--- config.mk ---
export PLATFORM = sky130hd
export DESIGN_NAME = window_lifter_controller
export DESIGN_NICKNAME = d
export VERILOG_FILES = /design/src/wlc_pkg.sv /design/src/wlc_fsm.sv /design/src/wlc_skid.sv /design/src/window_lifter_controller.sv
export SDC_FILE = /design/constraint.sdc
export NUM_CORES = 1
export LEC_CHECK = 0
export ABC_CLOCK_PERIOD_IN_PS = 8850
export BUFFER_PORTS_ARGS = -buffer_cell sky130_fd_sc_hd__buf_4
export CELL_PAD_IN_SITES_DETAIL_PLACEMENT = 2
export CELL_PAD_IN_SITES_GLOBAL_PLACEMENT = 2
export CORE_UTILIZATION = 42
export CTS_CLUSTER_DIAMETER = 60
export DETAILED_ROUTE_END_ITERATION = 6
export GPL_TIMING_DRIVEN = 0
export PLACE_DENSITY = 0.82
export SKIP_LAST_GASP = 1
export SYNTH_ARGS = -nofsm -noshare
export SYNTH_HDL_FRONTEND = slang
export SYNTH_HIERARCHICAL = 1
export SYNTH_SLANG_ARGS = --single-unit
--- constraint.sdc ---
create_clock -name clk -period 8.85 [get_ports clk]
set_input_delay 1.3275 -clock clk [delete_from_list [all_inputs] [get_ports clk]]
set_output_delay 1.3275 -clock clk [all_outputs]
set_load 0.03 [all_outputs]
--- src/wlc_pkg.sv ---
package wlc_pkg;

  localparam int SEGMENT_COUNT_DEF = 10;

  localparam int LED_W   = 10;
  localparam int LEVEL_W = 4;
  localparam int CNT_W   = 16;
  localparam int DEB_W   = 10;
  localparam int CFG_W   = 16;
  localparam int CFG_IDX_W = 2;

  typedef enum logic [CFG_IDX_W-1:0] {
    CFG_DEBOUNCE = 2'd0,
    CFG_DECIDE   = 2'd1,
    CFG_STEP     = 2'd2,
    CFG_LOCKOUT  = 2'd3
  } cfg_idx_t;

  localparam logic [DEB_W-1:0] DEBOUNCE_RST = DEB_W'(10);
  localparam logic [CNT_W-1:0] DECIDE_RST   = CNT_W'(500);
  localparam logic [CNT_W-1:0] STEP_RST     = CNT_W'(400);
  localparam logic [CNT_W-1:0] LOCKOUT_RST  = CNT_W'(5000);

  typedef enum logic [3:0] {
    MODE_IDLE      = 4'd0,
    MODE_DEB_UP    = 4'd1,
    MODE_DEB_DOWN  = 4'd2,
    MODE_DEC_UP    = 4'd3,
    MODE_DEC_DOWN  = 4'd4,
    MODE_MAN_UP    = 4'd5,
    MODE_AUTO_UP   = 4'd6,
    MODE_MAN_DOWN  = 4'd7,
    MODE_AUTO_DOWN = 4'd8,
    MODE_PINCH     = 4'd9,
    MODE_LOCK      = 4'd10
  } mode_t;

  typedef struct packed {
    logic [DEB_W-1:0] debounce_ticks;
    logic [CNT_W-1:0] decide_ticks;
    logic [CNT_W-1:0] step_ticks;
    logic [CNT_W-1:0] lockout_ticks;
  } cfg_t;

  typedef struct packed {
    logic [LED_W-1:0]   segment_leds;
    logic               up_indicator;
    logic               down_indicator;
    logic [LEVEL_W-1:0] window_level;
    logic               locked_out;
  } res_t;

endpackage

--- src/wlc_fsm.sv ---
module wlc_fsm #(
  parameter int SEGMENT_COUNT = wlc_pkg::SEGMENT_COUNT_DEF
) (
  input  logic          clk,
  input  logic          rst,
  input  logic          step_en,
  input  logic          up,
  input  logic          down,
  input  logic          pinch,
  input  wlc_pkg::cfg_t cfg,
  output wlc_pkg::res_t res
);
  import wlc_pkg::*;

  localparam int LW = $clog2(SEGMENT_COUNT + 1);
  localparam logic [LW-1:0] LEVEL_MAX = LW'(SEGMENT_COUNT);

  mode_t           mode, mode_next;
  logic [LW-1:0]   level, level_next;
  logic [CNT_W-1:0] tick_count, tick_count_next;

  logic [CNT_W-1:0] cnt_inc;
  logic [CNT_W-1:0] limit;
  logic             done;
  logic             deb_first;
  logic [LW-1:0]    lvl_up, lvl_dn;
  logic [31:0]      lvl_ext;

  always_ff @(posedge clk) begin
    if (rst) begin
      mode       <= MODE_IDLE;
      level      <= '0;
      tick_count <= '0;
    end else if (step_en) begin
      mode       <= mode_next;
      level      <= level_next;
      tick_count <= tick_count_next;
    end
  end

  // saturating tick count, compared against the timer of the current mode
  assign cnt_inc = (tick_count != '1) ? tick_count + CNT_W'(1) : tick_count;

  always_comb begin
    unique case (mode)
      MODE_DEB_UP, MODE_DEB_DOWN:   limit = CNT_W'(cfg.debounce_ticks);
      MODE_DEC_UP, MODE_DEC_DOWN:   limit = cfg.decide_ticks;
      MODE_LOCK:                    limit = cfg.lockout_ticks;
      default:                      limit = cfg.step_ticks;
    endcase
  end

  assign done      = (cnt_inc >= limit);
  // first tick of a debounce already satisfies a threshold of 0 or 1
  assign deb_first = (cfg.debounce_ticks <= DEB_W'(1));
  assign lvl_up    = (level < LEVEL_MAX) ? level + LW'(1) : level;
  assign lvl_dn    = (level != '0) ? level - LW'(1) : level;

  always_comb begin
    mode_next       = mode;
    level_next      = level;
    tick_count_next = cnt_inc;
    unique case (mode)
      MODE_DEB_UP, MODE_DEB_DOWN: begin
        if ((mode == MODE_DEB_UP) ? !up : !down) begin
          mode_next       = MODE_IDLE;
          tick_count_next = '0;
        end else if (done) begin
          mode_next       = (mode == MODE_DEB_UP) ? MODE_DEC_UP : MODE_DEC_DOWN;
          tick_count_next = '0;
        end
      end
      MODE_DEC_UP: begin
        if (done) begin
          mode_next       = (up && !down) ? MODE_MAN_UP : MODE_AUTO_UP;
          tick_count_next = '0;
        end
      end
      MODE_DEC_DOWN: begin
        if (done) begin
          mode_next       = (down && !up) ? MODE_MAN_DOWN : MODE_AUTO_DOWN;
          tick_count_next = '0;
        end
      end
      MODE_MAN_UP, MODE_AUTO_UP: begin
        if (pinch) begin
          mode_next       = MODE_PINCH;
          tick_count_next = '0;
        end else if (done) begin
          level_next      = lvl_up;
          tick_count_next = '0;
          if (!(((mode == MODE_MAN_UP) ? (up && !down) : !down) && (lvl_up < LEVEL_MAX)))
            mode_next = MODE_IDLE;
        end
      end
      MODE_MAN_DOWN, MODE_AUTO_DOWN: begin
        if (done) begin
          level_next      = lvl_dn;
          tick_count_next = '0;
          if (!(((mode == MODE_MAN_DOWN) ? (down && !up) : !up) && (lvl_dn != '0)))
            mode_next = MODE_IDLE;
        end
      end
      MODE_PINCH: begin
        if (level == '0) begin
          mode_next       = MODE_LOCK;
          tick_count_next = '0;
        end else if (done) begin
          level_next      = lvl_dn;
          tick_count_next = '0;
          if (lvl_dn == '0)
            mode_next = MODE_LOCK;
        end
      end
      MODE_LOCK: begin
        if (done) begin
          mode_next       = MODE_IDLE;
          tick_count_next = '0;
        end
      end
      default: begin
        // idle, and any code without meaning; down wins when both are held
        mode_next       = MODE_IDLE;
        tick_count_next = '0;
        if (down || up) begin
          if (deb_first) begin
            mode_next = down ? MODE_DEC_DOWN : MODE_DEC_UP;
          end else begin
            mode_next       = down ? MODE_DEB_DOWN : MODE_DEB_UP;
            tick_count_next = CNT_W'(1);
          end
        end
      end
    endcase
  end

  // result shows the state after this tick
  assign lvl_ext = 32'(level_next);

  always_comb begin
    for (int i = 0; i < LED_W; i++)
      res.segment_leds[i] = (lvl_ext > 32'(i));
    res.up_indicator   = (mode_next == MODE_MAN_UP) || (mode_next == MODE_AUTO_UP);
    res.down_indicator = (mode_next == MODE_MAN_DOWN) || (mode_next == MODE_AUTO_DOWN) ||
                         (mode_next == MODE_PINCH);
    res.window_level   = lvl_ext[LEVEL_W-1:0];
    res.locked_out     = (mode_next == MODE_LOCK);
  end

  a_level_range: assert property (@(posedge clk) disable iff (rst)
    level <= LEVEL_MAX)
    else $error("window level beyond travel");

  a_hold_idle: assert property (@(posedge clk) disable iff (rst)
    !step_en |=> $stable(level) && $stable(tick_count) && $stable(mode))
    else $error("state moved without a transfer");

  a_pinch_reopen: assert property (@(posedge clk) disable iff (rst)
    step_en && pinch && (mode == MODE_MAN_UP || mode == MODE_AUTO_UP)
    |=> mode == MODE_PINCH)
    else $error("pinch while closing did not start reopen");

  a_level_step: assert property (@(posedge clk) disable iff (rst)
    step_en |=> (level == $past(level)) || (level == $past(level) + LW'(1)) ||
                (level == $past(level) - LW'(1)))
    else $error("level moved more than one segment");

  a_pinch_lock: assert property (@(posedge clk) disable iff (rst)
    step_en && mode == MODE_PINCH && level == '0 |=> mode == MODE_LOCK)
    else $error("open window in reopen did not lock out");

endmodule

--- src/wlc_skid.sv ---
module wlc_skid (
  input  logic          clk,
  input  logic          rst,
  input  logic          push_valid,
  output logic          push_stall,
  input  wlc_pkg::res_t push_data,
  output logic          pop_valid,
  input  logic          pop_stall,
  output wlc_pkg::res_t pop_data
);
  import wlc_pkg::*;

  res_t       head, skid;
  logic [1:0] count;
  logic       push, pop;

  assign push_stall = (count == 2'd2);
  assign pop_valid  = (count != 2'd0);
  assign pop_data   = head;
  assign push       = push_valid && !push_stall;
  assign pop        = pop_valid && !pop_stall;

  always_ff @(posedge clk) begin
    if (rst) begin
      count <= 2'd0;
    end else begin
      if (push && !pop)
        count <= count + 2'd1;
      else if (pop && !push)
        count <= count - 2'd1;
    end
  end

  always_ff @(posedge clk) begin
    if (push && !pop) begin
      if (count == 2'd0)
        head <= push_data;
      else
        skid <= push_data;
    end else if (pop && !push) begin
      head <= skid;
    end else if (push && pop) begin
      // count is 1 here: head drains as the new result takes its place
      head <= push_data;
    end
  end

endmodule

--- src/window_lifter_controller.sv ---
// Power window controller with anti-pinch reopen and lockout. Each input
// transfer is one time tick carrying the up, down and pinch inputs, and it
// yields exactly one result: segment bar, direction indicators, level and
// lockout flag, showing the state after that tick. One tick is taken every
// clock cycle while in_stall is low; the result is offered from an
// output register backed by a one-entry skid register, so input stalls only
// when two results are waiting downstream. Timer thresholds are written
// through cfg_we/cfg_index/cfg_data (0 debounce, 1 decide, 2 step, 3 lockout)
// while no tick is in flight; a threshold of zero acts as one.
module window_lifter_controller #(
  parameter int SEGMENT_COUNT = wlc_pkg::SEGMENT_COUNT_DEF
) (
  input  logic                           clk,
  input  logic                           rst,
  input  logic                           in_valid,
  output logic                           in_stall,
  input  logic                           up_pressed,
  input  logic                           down_pressed,
  input  logic                           pinch_detected,
  output logic                           out_valid,
  input  logic                           out_stall,
  output logic [wlc_pkg::LED_W-1:0]      segment_leds,
  output logic                           up_indicator,
  output logic                           down_indicator,
  output logic [wlc_pkg::LEVEL_W-1:0]    window_level,
  output logic                           locked_out,
  input  logic                           cfg_we,
  input  logic [wlc_pkg::CFG_IDX_W-1:0]  cfg_index,
  input  logic [wlc_pkg::CFG_W-1:0]      cfg_data
);
  import wlc_pkg::*;

  cfg_t cfg;
  res_t res, res_out;
  logic step_en;

  always_ff @(posedge clk) begin
    if (rst) begin
      cfg.debounce_ticks <= DEBOUNCE_RST;
      cfg.decide_ticks   <= DECIDE_RST;
      cfg.step_ticks     <= STEP_RST;
      cfg.lockout_ticks  <= LOCKOUT_RST;
    end else if (cfg_we) begin
      unique case (cfg_idx_t'(cfg_index))
        CFG_DEBOUNCE: cfg.debounce_ticks <= cfg_data[DEB_W-1:0];
        CFG_DECIDE:   cfg.decide_ticks   <= cfg_data;
        CFG_STEP:     cfg.step_ticks     <= cfg_data;
        CFG_LOCKOUT:  cfg.lockout_ticks  <= cfg_data;
        default:      ;
      endcase
    end
  end

  assign step_en = in_valid && !in_stall;

  wlc_fsm #(
    .SEGMENT_COUNT(SEGMENT_COUNT)
  ) u_fsm (
    .clk    (clk),
    .rst    (rst),
    .step_en(step_en),
    .up     (up_pressed),
    .down   (down_pressed),
    .pinch  (pinch_detected),
    .cfg    (cfg),
    .res    (res)
  );

  wlc_skid u_skid (
    .clk       (clk),
    .rst       (rst),
    .push_valid(in_valid),
    .push_stall(in_stall),
    .push_data (res),
    .pop_valid (out_valid),
    .pop_stall (out_stall),
    .pop_data  (res_out)
  );

  assign segment_leds   = res_out.segment_leds;
  assign up_indicator   = res_out.up_indicator;
  assign down_indicator = res_out.down_indicator;
  assign window_level   = res_out.window_level;
  assign locked_out     = res_out.locked_out;

endmodule
Word level (Yosys, flattened, before mapping)
Cells that the tools add are included.

word-level totals
  bits in registers = 118
  input port bits = 26
  output and inout port bits = 19
  logic and storage cells = 145

operators by class
  $add $sub $neg = 5
  order comparisons = 14
  equal/unequal tests = 22
  mux-type cells = 46
  bitwise gates (word level) = 1
  reduce and logical (&&, ||, !) cells = 39

operators with widths
  kind                                                             number
  two-way mux 16 bit                                               6
  two-way mux 4 bit                                                22
  two-way mux 17 bit                                               4
  case mux 16 bit (4 select lines)                                 1
  case mux 16 bit (3 select lines)                                 1
  == test 4 x 3 -> 1 bit, second input constant                    7
  case mux 4 bit (7 select lines)                                  1
  == test 4 bit, second input constant                             6
  adder 16 x 1 -> 16 bit, second input constant                    1
  >= comparator 16 bit                                             1
  greater-than comparator 4 x 3 -> 1 bit, second input constant    4
  != test 16 bit, second input constant                            1
  case mux 4 bit (3 select lines)                                  1
  AND reduction 2 bit                                              6
  less-or-equal comparator 10 x 1 -> 1 bit, second input constant  1
  logical AND 1 bit                                                9
  == test 4 x 2 -> 1 bit, second input constant                    2
  greater-than comparator 4 x 1 -> 1 bit, second input constant    2
  greater-than comparator 4 x 2 -> 1 bit, second input constant    2
  greater-than comparator 4 bit, second input constant             2
  logical NOT 4 bit                                                2
  less-than comparator 4 bit, second input constant                2
  two-way mux 2 bit                                                4
  nonzero test 4 bit                                               2
  other kinds (18)                                                 37

Logic depth before layout (Yosys ltp)
  word-level depth = 14
  gate-level depth with buffers = 21
  depth with buffers taken out = 16

Modules after synthesis
Netlist, hierarchy kept.

modules (own cells, without submodules)
  module                    times used  cells an instance  area each (µm²)  seq. area each (µm²)
  wlc_fsm                   1           410                2,967.8          480.5
  window_lifter_controller  1           224                2,366.0          1,161.1
  wlc_skid                  1           75                 1,443.9          1,061.0

Least setup slack after synthesis
Ideal clock, no wire load.

  path kind = register to register
  start point = register u_fsm.mode[1]
  end point = register u_skid.head, in the netlist u_skid/pop_data[6] (data pin)
  library setup time = 260 ps
  data arrival time = 4,395 ps
  data required time = 8,590 ps
  path slack = 4,195 ps
  stages on the path, launching flop included = 19
  path buffers = 5
  period minus slack after synthesis = 4,655 ps
  cells stage by stage = dfxtp_1 clkbuf_1 clkbuf_1 nor2_1 o31ai_1 clkbuf_1 a222oi_1 ha_1 nand4_1 nor3_1 or4b_1 buf_2 and3_1 buf_6 o221a_1 a211oi_4 xnor2_1 and2_1 mux2_4

RTL lines
  what                      RTL line        text
  start: declaration        wlc_fsm.sv:18   mode_t mode, mode_next;
  start signal: assignment  wlc_fsm.sv:35   mode <= mode_next;
  end signal: assignment    wlc_skid.sv:37  head <= push_data;
  end signal: assignment    wlc_skid.sv:41  head <= skid;
  end signal: assignment    wlc_skid.sv:44  head <= push_data;
  end: declaration          wlc_skid.sv:13  res_t head, skid;

==> impl_metrics.env <==
export IMPL_status="finished clean"
export IMPL_dieArea_um2=16700
export IMPL_cts_repair_resized=0
export IMPL_power_density_nw_per_um2=262
export IMPL_final_common_cell="dfxtp_1"
export IMPL_max_clock_path_buffers=2
export IMPL_maxCapViolations=0
export IMPL_ys_flop_type="dfxtp_1"
export IMPL_crit_path_end_kind="register"
export IMPL_syn_nets=757
export IMPL_ys_seq_elements=118
export IMPL_nNetsFinal=819
export IMPL_fp_coreArea_um2=15800
export IMPL_syn_cell_area_um2=6780
export IMPL_fin_crit_sh_pct=78.6
export IMPL_timing_fmax_mhz=144
export IMPL_fin_area_um2=7920
export IMPL_min_path_type="register to register"
export IMPL_die_w_um=129
export IMPL_place_area_um2=7370
export IMPL_synth_simple_area_share_pct=19.9
export IMPL_io_pins=45
export IMPL_synth_top_family_by_area="simple AND/OR/NAND/NOR gates"
export IMPL_dr_pass1_iters=5
export IMPL_crit_fanout=10
export IMPL_routed_via_density=5.92
export IMPL_holdWs_ns=0.483
export IMPL_critPathKind="register to register"
export IMPL_cts_buffers=17
export IMPL_die_h_um=129
export IMPL_seq_area_frac_synth_pct=39.9
export IMPL_drc_errors=0
export IMPL_pwr_share_seq_pct=34.0
export IMPL_synth_top_area_share_pct=24.8
export IMPL_p_total_w=0.00207
export IMPL_yosys_area_top_type="dfxtp_1"
export IMPL_htree_levels=4
export IMPL_gr_total_overflow=0
export IMPL_final_setup_viol_count=0
export IMPL_cts_root_buf="clkbuf_16"
export IMPL_drv_slew=0
export IMPL_switching_share_pct=38.4
export IMPL_synth_mux_area_share_pct=13.0
export IMPL_clk_pin_slew_ns=0.06
export IMPL_holdBufCountCts=0
export IMPL_grt_pass1_wl_um=38500
export IMPL_p_comb_share_pct=34.2
export IMPL_cp_data_arrival_time_ns=7.14
export IMPL_grt_start_max_net_pins=18
export IMPL_synth_area_per_cell_um2=9.56
export IMPL_floorplan_initialDensity_pct=42.8
export IMPL_clock_latency_ns=0.44
export IMPL_fill_cells=1670
export IMPL_n_antenna_cell=0
export IMPL_async_reset_ff_share_pct=0
export IMPL_finClkSkew_ns=0.0112
export IMPL_slew_headroom_pct=21.4
export IMPL_period_minus_slack_ns=6.96
export IMPL_ir_worst_vdd_mv=0.158
export IMPL_ys_top_cells_by_area="dfxtp_1, edfxtp_1, mux2i_1"
export IMPL_grt_pass1_vias=6758
export IMPL_final_cell_mix="dfxtp_1, nor2_1, nand2b_1"
export IMPL_hpwl_um=17000
export IMPL_placementRows=46
export IMPL_grt_util_all_layers_pct=31.5
export IMPL_hold_viol=0
export IMPL_synth_cell_types=77
export IMPL_cp_required_ns=9.03
export IMPL_synthCells=709
export IMPL_leakagePower_nw=3.23
export IMPL_pwr_share_clk_pct=31.7
export IMPL_drt_initial_drc_count=335
export IMPL_area_growth_syn_to_layout_pct=16.9
export IMPL_final_core_util_pct=50.1
export IMPL_gp_congestion=0.838
export IMPL_synthAdderAreaFrac_pct=4.21
export IMPL_yosys_warnings=6
export IMPL_vias=5923
export IMPL_tns_ns=0
export IMPL_tritoncts="built"
export IMPL_wl_per_cell_um=24.8
export IMPL_synth_compound_area_share_pct=16.2
export IMPL_numClockSinks=118
export IMPL_p_int_w=0.00128
export IMPL_ant_nets=0
export IMPL_p_sw_w=0.000797
export IMPL_drive_above_1_share_pct=15.9
export IMPL_wl_um=24800
export IMPL_cts_setup_buffers=0
export IMPL_synth_xor_area_share_pct=2.07
export IMPL_cp_start_kind="register"
export IMPL_numPortBuffers=43
export IMPL_antenna_found_initial=0
export IMPL_rsz0062_at_grt="false"
export IMPL_synth_edf_count=34
export IMPL_worstMarginPinSlew_ns=1.18
-- cell type report --
cell class	count	area (µm²)	area share, %
Timing Repair Buffer	43	323	4.07
Clock buffer	17	425	5.37
Buffer	48	254	3.21
Multi-Input combinational cell	525	3760	47.5
Tap cell	216	270	3.41
Clock inverter	15	119	1.50
Inverter	18	67.6	0.853
Sequential cell	118	2700	34.1
-- path summary, 6_finish.rpt --
| path | startpoint | end | slack (ns) | depth (start not counted) |
|---|---|---|---|---|
| max reg2reg | u_fsm/mode[1] | u_skid/pop_data[8] | 1.89 | 17 |
| max | u_fsm/mode[1] | u_skid/pop_data[8] | 1.89 | 17 |
| min reg2reg | cfg[48] | cfg[48] | 0.48 | 2 |
| min | cfg[48] | cfg[48] | 0.48 | 2 |
-- sequential cells by signal (all words and copies together) (netlist names) --
signal / flops
u_fsm/mode: 4
u_skid/pop_data: 17
u_skid/count: 2
u_skid/skid: 17
u_fsm/level: 4
u_fsm/tick_count: 16
cfg: 58
-- per-layer routing --
| layer | wire length (µm) | global-route usage [%] |
|---|---|---|
| met5 | 0 | 0 |
| met4 | 1060 | 15.8 |
| met1 | 9970 | 34.4 |
| met2 | 12900 | 57.6 |
| met3 | 906 | 6.61 |
-- cell usage after synthesis (5+ instances only) --
| cell type | number |
|---|---|
| dfxtp_1 | 84 |
| nor2_1 | 71 |
| nand2b_1 | 70 |
| mux2i_1 | 63 |
| edfxtp_1 | 34 |
| nand2_1 | 34 |
| clkbuf_1 | 32 |
| a21oi_1 | 29 |
| o21ai_0 | 25 |
| ha_1 | 22 |
| inv_1 | 18 |
| a22oi_1 | 15 |
| nor2b_1 | 12 |
| a22o_1 | 11 |
| a31oi_1 | 10 |
| and3_1 | 10 |
| mux2_4 | 10 |
| a221oi_1 | 9 |
| mux2_2 | 9 |
| xnor2_1 | 9 |
| a211oi_1 | 7 |
| nand3_1 | 7 |
| xor2_1 | 7 |
| a222oi_1 | 6 |
| and2_1 | 6 |
| buf_2 | 6 |
| nor3_1 | 6 |
| nand4_1 | 5 |
-- power groups by stage --
stage	clock [W]	combinational [W]	sequential, W
6_report	0.000658	0.000710	0.000706
5_1_grt	0.000685	0.000758	0.000712
4_1_cts	0.000663	0.000709	0.000707
3_5_place_dp	0	0.000696	0.000716
3_3_place_gp	0	0.000658	0.000707
2_1_floorplan	0	0.000386	0.000776
-- logic make-up after synthesis --
logic type,after synthesis
fa+ha+maj,23
simple gates,252
xor+xnor,16
flops,118
compound gates,152
buf+inv,66
mux,82
-- worst max-delay path: stages, from the launching register on --
cell,delay (ns)
dfxtp_1,0.41
clkbuf_1,0.34
clkbuf_1,0.46
nor2_1,0.12
o31ai_2,0.83
clkbuf_1,0.58
a222oi_1,0.27
ha_1,0.41
nand4_1,0.23
nor3_1,0.35
or4b_1,0.49
buf_2,0.20
nand3_1,0.37
o21ai_0,0.18
a22oi_1,0.69
and2_1,0.33
nand2_1,0.12
mux2_4,0.31
-- through the flow --
stage,cells,setup WS (ns)
global route,1000,1.66
finish,1000,1.89
CTS,1000,1.50
detailed placement,968,1.66
global placement,968,2.02
floorplan,709,4.20
Power figures use the tool's default switching activity.
